==> config.mk <==
export PLATFORM = sky130hd
export DESIGN_NAME = http_request_header_parser_core
export DESIGN_NICKNAME = d
export VERILOG_FILES = /design/src/hrp_pkg.sv /design/src/hrp_step.sv /design/src/http_request_header_parser_core.sv
export SDC_FILE = /design/constraint.sdc
export NUM_CORES = 1
export LEC_CHECK = 0
export ABC_AREA = 0
export BUFFER_PORTS_ARGS = -buffer_cell sky130_fd_sc_hd__buf_4
export CORE_MARGIN = 1
export CORE_UTILIZATION = 30
export CTS_BUF_LIST = sky130_fd_sc_hd__clkbuf_2
export DETAILED_ROUTE_END_ITERATION = 6
export PLACE_DENSITY = 0.51
export SYNTH_ARGS = -nofsm -noshare
export SYNTH_HDL_FRONTEND = slang
export SYNTH_SLANG_ARGS = --single-unit
==> constraint.sdc <==
create_clock -name i_clk -period 4.2 [get_ports i_clk]
set_clock_uncertainty 0.15 [all_clocks]
set_input_delay 0.42 -clock i_clk [delete_from_list [all_inputs] [get_ports i_clk]]
set_output_delay 0.42 -clock i_clk [all_outputs]
set_load 0.05 [all_outputs]
==> src/hrp_pkg.sv <==
// Shared types, state codes, character constants and byte classes for the
// HTTP request-head parser. No dependencies.
package hrp_pkg;

    localparam int VERSION_BITS_DEF = 8;

    typedef enum logic [19:0] {
        ST_METHOD_START = 20'h00001,
        ST_METHOD       = 20'h00002,
        ST_URI          = 20'h00004,
        ST_H            = 20'h00008,
        ST_T1           = 20'h00010,
        ST_T2           = 20'h00020,
        ST_P            = 20'h00040,
        ST_SLASH        = 20'h00080,
        ST_MAJ_START    = 20'h00100,
        ST_MAJ          = 20'h00200,
        ST_MIN_START    = 20'h00400,
        ST_MIN          = 20'h00800,
        ST_NL1          = 20'h01000,
        ST_LINE_START   = 20'h02000,
        ST_LWS          = 20'h04000,
        ST_NAME         = 20'h08000,
        ST_SP_VALUE     = 20'h10000,
        ST_VALUE        = 20'h20000,
        ST_NL2          = 20'h40000,
        ST_NL3          = 20'h80000
    } t_state;

    localparam logic [1:0] STAT_MORE = 2'd0;
    localparam logic [1:0] STAT_DONE = 2'd1;
    localparam logic [1:0] STAT_BAD  = 2'd2;

    localparam logic [2:0] KIND_NONE   = 3'd0;
    localparam logic [2:0] KIND_METHOD = 3'd1;
    localparam logic [2:0] KIND_URI    = 3'd2;
    localparam logic [2:0] KIND_NAME   = 3'd3;
    localparam logic [2:0] KIND_VALUE  = 3'd4;

    localparam logic [7:0] CH_TAB   = 8'h09;
    localparam logic [7:0] CH_LF    = 8'h0A;
    localparam logic [7:0] CH_CR    = 8'h0D;
    localparam logic [7:0] CH_SP    = 8'h20;
    localparam logic [7:0] CH_DOT   = 8'h2E;
    localparam logic [7:0] CH_SLASH = 8'h2F;
    localparam logic [7:0] CH_ZERO  = 8'h30;
    localparam logic [7:0] CH_NINE  = 8'h39;
    localparam logic [7:0] CH_COLON = 8'h3A;
    localparam logic [7:0] CH_H     = 8'h48;
    localparam logic [7:0] CH_P     = 8'h50;
    localparam logic [7:0] CH_T     = 8'h54;
    localparam logic [7:0] CH_DEL   = 8'h7F;
    localparam logic [7:0] CH_CTL_MAX = 8'h1F;

    typedef struct packed {
        logic [1:0] status;
        logic [2:0] kind;
        logic       new_header;
        logic [7:0] char_out;
    } t_result;

    function automatic logic is_control(input logic [7:0] b);
        return (b <= CH_CTL_MAX) || (b == CH_DEL);
    endfunction

    function automatic logic is_separator(input logic [7:0] b);
        logic sep;
        case (b) inside
            8'h28, 8'h29, 8'h3C, 8'h3E, 8'h40, 8'h2C, 8'h3B, 8'h3A, 8'h5C,
            8'h22, 8'h2F, 8'h5B, 8'h5D, 8'h3F, 8'h3D, 8'h7B, 8'h7D, 8'h20,
            8'h09: sep = 1'b1;
            default: sep = 1'b0;
        endcase
        return sep;
    endfunction

    function automatic logic is_digit(input logic [7:0] b);
        return (b >= CH_ZERO) && (b <= CH_NINE);
    endfunction

    function automatic logic is_token(input logic [7:0] b);
        return !b[7] && !is_control(b) && !is_separator(b);
    endfunction

    function automatic logic is_lws(input logic [7:0] b);
        return (b == CH_SP) || (b == CH_TAB);
    endfunction

endpackage

==> src/hrp_step.sv <==
// Combinational per-byte transition of the request-head parser: next state,
// saturating version update and the result for one byte. Uses hrp_pkg.
module hrp_step #(
    parameter int VERSION_BITS = hrp_pkg::VERSION_BITS_DEF
) (
    input  hrp_pkg::t_state         i_state,
    input  logic                    i_header_seen,
    input  logic [VERSION_BITS-1:0] i_major,
    input  logic [VERSION_BITS-1:0] i_minor,
    input  logic                    i_action,
    input  logic [7:0]              i_byte,
    output hrp_pkg::t_state         o_state,
    output logic                    o_header_seen,
    output logic [VERSION_BITS-1:0] o_major,
    output logic [VERSION_BITS-1:0] o_minor,
    output hrp_pkg::t_result        o_result
);

    localparam int WIDE = VERSION_BITS + 4;
    localparam logic [WIDE-1:0] VMAX = WIDE'((1 << VERSION_BITS) - 1);

    function automatic logic [VERSION_BITS-1:0] add_digit(
        input logic [VERSION_BITS-1:0] v,
        input logic [7:0]              b
    );
        logic [WIDE-1:0] sum;
        sum = (WIDE'(v) << 3) + (WIDE'(v) << 1) + WIDE'(b[3:0]);
        return (sum > VMAX) ? VMAX[VERSION_BITS-1:0] : sum[VERSION_BITS-1:0];
    endfunction

    logic [VERSION_BITS-1:0] digit_major;
    logic [VERSION_BITS-1:0] digit_minor;

    assign digit_major = add_digit(i_major, i_byte);
    assign digit_minor = add_digit(i_minor, i_byte);

    always_comb begin
        o_state       = i_state;
        o_header_seen = i_header_seen;
        o_major       = i_major;
        o_minor       = i_minor;
        o_result.status     = hrp_pkg::STAT_MORE;
        o_result.kind       = hrp_pkg::KIND_NONE;
        o_result.new_header = 1'b0;
        o_result.char_out   = i_byte;
        if (i_action) begin
            o_state       = hrp_pkg::ST_METHOD_START;
            o_header_seen = 1'b0;
            o_major       = '0;
            o_minor       = '0;
            o_result.char_out = 8'd0;
        end else begin
            case (i_state)
                hrp_pkg::ST_METHOD_START: begin
                    if (hrp_pkg::is_token(i_byte)) begin
                        o_state = hrp_pkg::ST_METHOD;
                        o_result.kind = hrp_pkg::KIND_METHOD;
                    end else o_result.status = hrp_pkg::STAT_BAD;
                end
                hrp_pkg::ST_METHOD: begin
                    if (i_byte == hrp_pkg::CH_SP) o_state = hrp_pkg::ST_URI;
                    else if (hrp_pkg::is_token(i_byte)) o_result.kind = hrp_pkg::KIND_METHOD;
                    else o_result.status = hrp_pkg::STAT_BAD;
                end
                hrp_pkg::ST_URI: begin
                    if (i_byte == hrp_pkg::CH_SP) o_state = hrp_pkg::ST_H;
                    else if (hrp_pkg::is_control(i_byte)) o_result.status = hrp_pkg::STAT_BAD;
                    else o_result.kind = hrp_pkg::KIND_URI;
                end
                hrp_pkg::ST_H: begin
                    if (i_byte == hrp_pkg::CH_H) o_state = hrp_pkg::ST_T1;
                    else o_result.status = hrp_pkg::STAT_BAD;
                end
                hrp_pkg::ST_T1: begin
                    if (i_byte == hrp_pkg::CH_T) o_state = hrp_pkg::ST_T2;
                    else o_result.status = hrp_pkg::STAT_BAD;
                end
                hrp_pkg::ST_T2: begin
                    if (i_byte == hrp_pkg::CH_T) o_state = hrp_pkg::ST_P;
                    else o_result.status = hrp_pkg::STAT_BAD;
                end
                hrp_pkg::ST_P: begin
                    if (i_byte == hrp_pkg::CH_P) o_state = hrp_pkg::ST_SLASH;
                    else o_result.status = hrp_pkg::STAT_BAD;
                end
                hrp_pkg::ST_SLASH: begin
                    if (i_byte == hrp_pkg::CH_SLASH) begin
                        o_major = '0;
                        o_minor = '0;
                        o_state = hrp_pkg::ST_MAJ_START;
                    end else o_result.status = hrp_pkg::STAT_BAD;
                end
                hrp_pkg::ST_MAJ_START: begin
                    if (hrp_pkg::is_digit(i_byte)) begin
                        o_major = add_digit('0, i_byte);
                        o_state = hrp_pkg::ST_MAJ;
                    end else o_result.status = hrp_pkg::STAT_BAD;
                end
                hrp_pkg::ST_MAJ: begin
                    if (i_byte == hrp_pkg::CH_DOT) o_state = hrp_pkg::ST_MIN_START;
                    else if (hrp_pkg::is_digit(i_byte)) o_major = digit_major;
                    else o_result.status = hrp_pkg::STAT_BAD;
                end
                hrp_pkg::ST_MIN_START: begin
                    if (hrp_pkg::is_digit(i_byte)) begin
                        o_minor = add_digit('0, i_byte);
                        o_state = hrp_pkg::ST_MIN;
                    end else o_result.status = hrp_pkg::STAT_BAD;
                end
                hrp_pkg::ST_MIN: begin
                    if (i_byte == hrp_pkg::CH_CR) o_state = hrp_pkg::ST_NL1;
                    else if (hrp_pkg::is_digit(i_byte)) o_minor = digit_minor;
                    else o_result.status = hrp_pkg::STAT_BAD;
                end
                hrp_pkg::ST_NL1: begin
                    if (i_byte == hrp_pkg::CH_LF) o_state = hrp_pkg::ST_LINE_START;
                    else o_result.status = hrp_pkg::STAT_BAD;
                end
                hrp_pkg::ST_LINE_START: begin
                    if (i_byte == hrp_pkg::CH_CR) o_state = hrp_pkg::ST_NL3;
                    else if (i_header_seen && hrp_pkg::is_lws(i_byte)) begin
                        o_state = hrp_pkg::ST_LWS;
                    end else if (hrp_pkg::is_token(i_byte)) begin
                        o_header_seen       = 1'b1;
                        o_result.kind       = hrp_pkg::KIND_NAME;
                        o_result.new_header = 1'b1;
                        o_state             = hrp_pkg::ST_NAME;
                    end else o_result.status = hrp_pkg::STAT_BAD;
                end
                hrp_pkg::ST_LWS: begin
                    if (i_byte == hrp_pkg::CH_CR) o_state = hrp_pkg::ST_NL2;
                    else if (hrp_pkg::is_lws(i_byte)) o_state = hrp_pkg::ST_LWS;
                    else if (hrp_pkg::is_control(i_byte)) o_result.status = hrp_pkg::STAT_BAD;
                    else begin
                        o_result.kind = hrp_pkg::KIND_VALUE;
                        o_state       = hrp_pkg::ST_VALUE;
                    end
                end
                hrp_pkg::ST_NAME: begin
                    if (i_byte == hrp_pkg::CH_COLON) o_state = hrp_pkg::ST_SP_VALUE;
                    else if (hrp_pkg::is_token(i_byte)) o_result.kind = hrp_pkg::KIND_NAME;
                    else o_result.status = hrp_pkg::STAT_BAD;
                end
                hrp_pkg::ST_SP_VALUE: begin
                    if (i_byte == hrp_pkg::CH_SP) o_state = hrp_pkg::ST_VALUE;
                    else o_result.status = hrp_pkg::STAT_BAD;
                end
                hrp_pkg::ST_VALUE: begin
                    if (i_byte == hrp_pkg::CH_CR) o_state = hrp_pkg::ST_NL2;
                    else if (hrp_pkg::is_control(i_byte)) o_result.status = hrp_pkg::STAT_BAD;
                    else o_result.kind = hrp_pkg::KIND_VALUE;
                end
                hrp_pkg::ST_NL2: begin
                    if (i_byte == hrp_pkg::CH_LF) o_state = hrp_pkg::ST_LINE_START;
                    else o_result.status = hrp_pkg::STAT_BAD;
                end
                hrp_pkg::ST_NL3: begin
                    if (i_byte == hrp_pkg::CH_LF) o_result.status = hrp_pkg::STAT_DONE;
                    else o_result.status = hrp_pkg::STAT_BAD;
                end
                default: begin
                    o_result.status = hrp_pkg::STAT_BAD;
                end
            endcase
        end
    end

endmodule

==> src/http_request_header_parser_core.sv <==
// A result appears in the cycle after its request is accepted. Throughput:
// one request per cycle unless the output stalls; the state transition of
// hrp_step is registered once, and the result register frees as it is read.
// Reset is synchronous and active low: the parser returns to the method
// start, versions and header flag clear, and no result is pending.
module http_request_header_parser_core #(
    parameter int VERSION_BITS = hrp_pkg::VERSION_BITS_DEF
) (
    input  logic        i_clk,
    input  logic        i_rst_n,
    input  logic        s_axis_tvalid,
    output logic        s_axis_tready,
    input  logic [7:0]  s_axis_tdata,   // [7:0] data_byte
    input  logic        s_axis_tuser,   // [0] action
    output logic        m_axis_tvalid,
    input  logic        m_axis_tready,
    output logic [23:0] m_axis_tdata,   // [7:0] char_out, [15:8] version_major,
                                        // [23:16] version_minor
    output logic [5:0]  m_axis_tuser    // [1:0] status, [4:2] char_kind,
                                        // [5] new_header
);

    hrp_pkg::t_state         r_state;
    hrp_pkg::t_state         n_state;
    logic                    r_header_seen;
    logic                    n_header_seen;
    logic [VERSION_BITS-1:0] r_major;
    logic [VERSION_BITS-1:0] n_major;
    logic [VERSION_BITS-1:0] r_minor;
    logic [VERSION_BITS-1:0] n_minor;
    hrp_pkg::t_result        n_result;
    hrp_pkg::t_result        r_result;
    logic [7:0]              r_out_major;
    logic [7:0]              r_out_minor;
    logic                    r_out_valid;
    logic                    accept;

    assign s_axis_tready = !r_out_valid || m_axis_tready;
    assign accept        = s_axis_tvalid && s_axis_tready;

    hrp_step #(
        .VERSION_BITS(VERSION_BITS)
    ) u_step (
        .i_state       (r_state),
        .i_header_seen (r_header_seen),
        .i_major       (r_major),
        .i_minor       (r_minor),
        .i_action      (s_axis_tuser),
        .i_byte        (s_axis_tdata),
        .o_state       (n_state),
        .o_header_seen (n_header_seen),
        .o_major       (n_major),
        .o_minor       (n_minor),
        .o_result      (n_result)
    );

    always_ff @(posedge i_clk) begin
        if (!i_rst_n) begin
            r_state       <= hrp_pkg::ST_METHOD_START;
            r_header_seen <= 1'b0;
            r_major       <= '0;
            r_minor       <= '0;
            r_out_valid   <= 1'b0;
        end else begin
            if (accept) begin
                r_state       <= n_state;
                r_header_seen <= n_header_seen;
                r_major       <= n_major;
                r_minor       <= n_minor;
                r_out_valid   <= 1'b1;
            end else if (m_axis_tready) begin
                r_out_valid <= 1'b0;
            end
        end
    end

    always_ff @(posedge i_clk) begin
        if (accept) begin
            r_result    <= n_result;
            r_out_major <= 8'(n_major);
            r_out_minor <= 8'(n_minor);
        end
    end

    assign m_axis_tvalid = r_out_valid;
    assign m_axis_tdata  = {r_out_minor, r_out_major, r_result.char_out};
    assign m_axis_tuser  = {r_result.new_header, r_result.kind, r_result.status};

    // A rejected byte must leave the parse state untouched.
    a_bad_holds_state: assert property (
        @(posedge i_clk) disable iff (!i_rst_n)
        (accept && !s_axis_tuser && n_result.status == hrp_pkg::STAT_BAD)
            |=> (r_state == $past(r_state) && r_major == $past(r_major)
                 && r_minor == $past(r_minor))
    ) else $error("bad byte changed parser state");

    // A bad result carries no character tag.
    a_bad_untagged: assert property (
        @(posedge i_clk) disable iff (!i_rst_n)
        (m_axis_tvalid && r_result.status == hrp_pkg::STAT_BAD)
            |-> (r_result.kind == hrp_pkg::KIND_NONE && !r_result.new_header)
    ) else $error("bad result carries a tag");

    // A new header is always flagged on a header-name character.
    a_new_header_is_name: assert property (
        @(posedge i_clk) disable iff (!i_rst_n)
        (m_axis_tvalid && r_result.new_header)
            |-> (r_result.kind == hrp_pkg::KIND_NAME && r_header_seen)
    ) else $error("new header without a name character");

    // Completion only occurs from the final line-feed state.
    a_done_state: assert property (
        @(posedge i_clk) disable iff (!i_rst_n)
        (m_axis_tvalid && r_result.status == hrp_pkg::STAT_DONE)
            |-> (r_state == hrp_pkg::ST_NL3)
    ) else $error("completion outside the final state");

endmodule
==> impl_metrics.ini <==
[status]
outcome = complete, no violations

[cts]
root_buffer = clkbuf_2
clk_pin_slew_worst_paths_ns = 0.19
cts_resized = 0
h-tree-depth = 3
clk_path_buf_depth = 2
cts_sinks = 68
insertion_delay_ns = 0.57
numCtsBuffers = 9
cts_tree = built

[route]
post-route-drc-count = 0
dr.pass1.iters = 7
finalWirelength_um = 14260
drt-initial-drc-count = 382
drtAntennaViolNets = 0
vias = 4691
viasPerCell = 5.571
wl_per_cell_um = 16.94

[yosys]
yosys_warnings = 0
ys_seq_area_share_pct = 32.89
async_flop_share_pct = 0
ys_types = 77
syn-mean-instance-area_um2 = 8.651
synth-seq-cells = 68
synth_fp_nets = 631
postSynthCellCount = 584
netlist_area_mm2 = 0.005052
synth_ff_type = dfxtp_1
synth_edf_count = 30

[setup_path]
crit_required_ns = 4.38
cp-end-kind = flop
cp_top_family = compound AO/OA/AOI/OAI gates
cp_cell_sequence = fa_1, fa_1, a211o_1, a211oi_1, o21ba_2, a32oi_1, or3_1, o221ai_1, o21ai_0
slowest_stage = fa_1
crit_top_cell = fa_1
worstSetupPathType = flop to flop
critPathMaxStageDelay_ns = 0.51
crit_path_start_kind = flop
cp.arrival_ns = 3.85
cp_num_buf_inv = 0
cp_max_fo = 8

[sta]
rsz0062_at_grt = no
worst_slack_ns = 0.5261
relSlewSlack_pct = 34.10
period_share_pct = 87.47
setup_tns_ns = 0
fmax_mhz = 272.2
maxSlewViolCount = 0
finalHoldViolCount = 0
fin_crit_ns = 3.674
setup_violations = 0
worst_slew_pin_slew_ns = 0.9826

[global_route]
grt_pass1_vias = 4420
track_usage_pct = 16.75
grt_max_degree = 46
grt_pass1_wl_um = 23120
gr-total-overflow = 0
antenna_found_initial = 1

[pwr]
ir_worst_vdd_uv = 103.0
p_per_area_mw_per_mm2 = 231.7
p_leak_nw = 2.260

[final_layout]
final_common_cell = nand2_1
final_cell_mix = nand2_1 (76), buf_4 (53), dfxtp_1 (38), nor2_1 (32)
drive_above_1_share_pct = 13.85
nets = 663
seq_area_mm2 = 0.001662
multi_input_area_mm2 = 0.003198
syn_to_final_growth_pct = 13.13
finalInstanceArea_mm2 = 0.005715
nFillCells = 1703

[place]
port_buffers = 44
gp_congestion = 0.8787
place_area_mm2 = 0.005602
pre_cts_ws_ns = 0.3643
dp_hpwl_um = 10650

[die]
core_area_mm2 = 0.01652
fp.dieW_um = 131.8
initial_core_util_pct = 30.57
rows = 47
dieArea_mm2 = 0.01736
fp.dieH_um = 131.8
io_pins = 45

[job]
max-cap-violations = 0

[min_path]
min_path_type = primary input to flop
-- cells in the mapped netlist (11+ instances only) --
library cell  count  share of area (%)
nand2_1          76                5.6
dfxtp_1          38                 15
nor2_1           32                2.4
edfxtp_1         30                 18
ha_1             30                7.4
clkbuf_1         29                2.2
o21ai_0          28                2.8
nand4_1          21                2.6
mux2i_1          20                4.0
a21oi_1          18                1.8
nor2b_1          17                2.1
nor3_1           17                1.7
nor4_1           15                1.9
inv_1            13               0.97
nand2b_1         11                1.4
-- sequential cells by signal, indices dropped and copies added (netlist names) --
signal         count
r_out_major        8
r_state           20
r_header_seen      1
r_minor            8
m_axis_tvalid      1
r_out_minor        8
r_major            8
m_axis_tuser       6
m_axis_tdata       8
-- layer usage --
layer  share of wire, %  vias to the layer above  track usage, %
li1                   -                     2292               -
met1                 47                     2248           21.63
met2                 47                      136           27.81
met3                4.7                       15           2.999
met4                1.6                        0           6.331
met5                  0                        -               0
-- repair_timing --
action,4_1_cts,5_1_grt
hold buffers,3,0
hold endpoints to repair,7,0
endpoints found under the setup margin,0,0
setup buffers,0,0
-- worst paths after layout --
| kind | start | endpoint | slack (ns) | cells after the start |
|---|---|---|---|---|
| worst max-delay path | r_minor[2] | r_out_minor[7] | 0.53 | 9 |
| worst min register to register | r_header_seen | r_header_seen | 0.38 | 1 |
| worst max register to register | r_minor[2] | r_out_minor[7] | 0.53 | 9 |
| worst min-delay path | s_axis_tdata[6] | m_axis_tdata[6] | 0.07 | 2 |
-- logic make-up (layout without fill, tap and decap cells) --
kind of cell,count (synthesis),in the layout,synth area share [%]
simple gates,257,257,28.01
compound gates,141,141,19.47
flops,68,68,32.89
buf+inv,49,86,3.938
fa+ha+maj,34,34,9.014
mux,21,21,4.259
xor+xnor,14,14,2.427
other cells,0,1,0
-- per-stage QoR --
stage | utilization [%] | hold WS [ns] | instances | power (mW)
finish | 34.59 | 0.07011 | 842 | 1.324
global route | 34.59 | 0.05232 | 842 | 1.388
CTS | 34.57 | 0.01810 | 841 | 1.348
detailed placement | 33.90 | 0.3379 | 822 | 1.011
global placement | 33.90 | 0.3448 | 822 | 1.008
floorplan | - | 0.3129 | 584 | 0.9257
-- area by class of cell --
type	count	share of cell area, %
multi-input combinational	467	55.95
tap	220	4.816
inverter	13	0.8538
antenna	1	0.04378
sequential	68	29.07
clock buffer	10	0.8757
timing repair buffer	57	7.837
clock inverter	6	0.5473
-- power breakdown --
group / internal, mW / total [mW] / switching [mW]
clock network: 0.0757 / 0.326 / 0.250
registers: 0.714 / 0.726 / 0.0126
logic: 0.0896 / 0.272 / 0.183
total: 0.879 / 1.32 / 0.445
-- worst reg2reg max path, delay by kind of cell, from the launching register on --
| family | cells | cell delay (ns) |
|---|---|---|
| AOI/OAI and AO/OA | 6 | 1.31 |
| adders and majority gates | 2 | 1.01 |
| DFF | 1 | 0.50 |
| and+or+nand+nor | 1 | 0.48 |
Power figures use the tool's default switching activity.
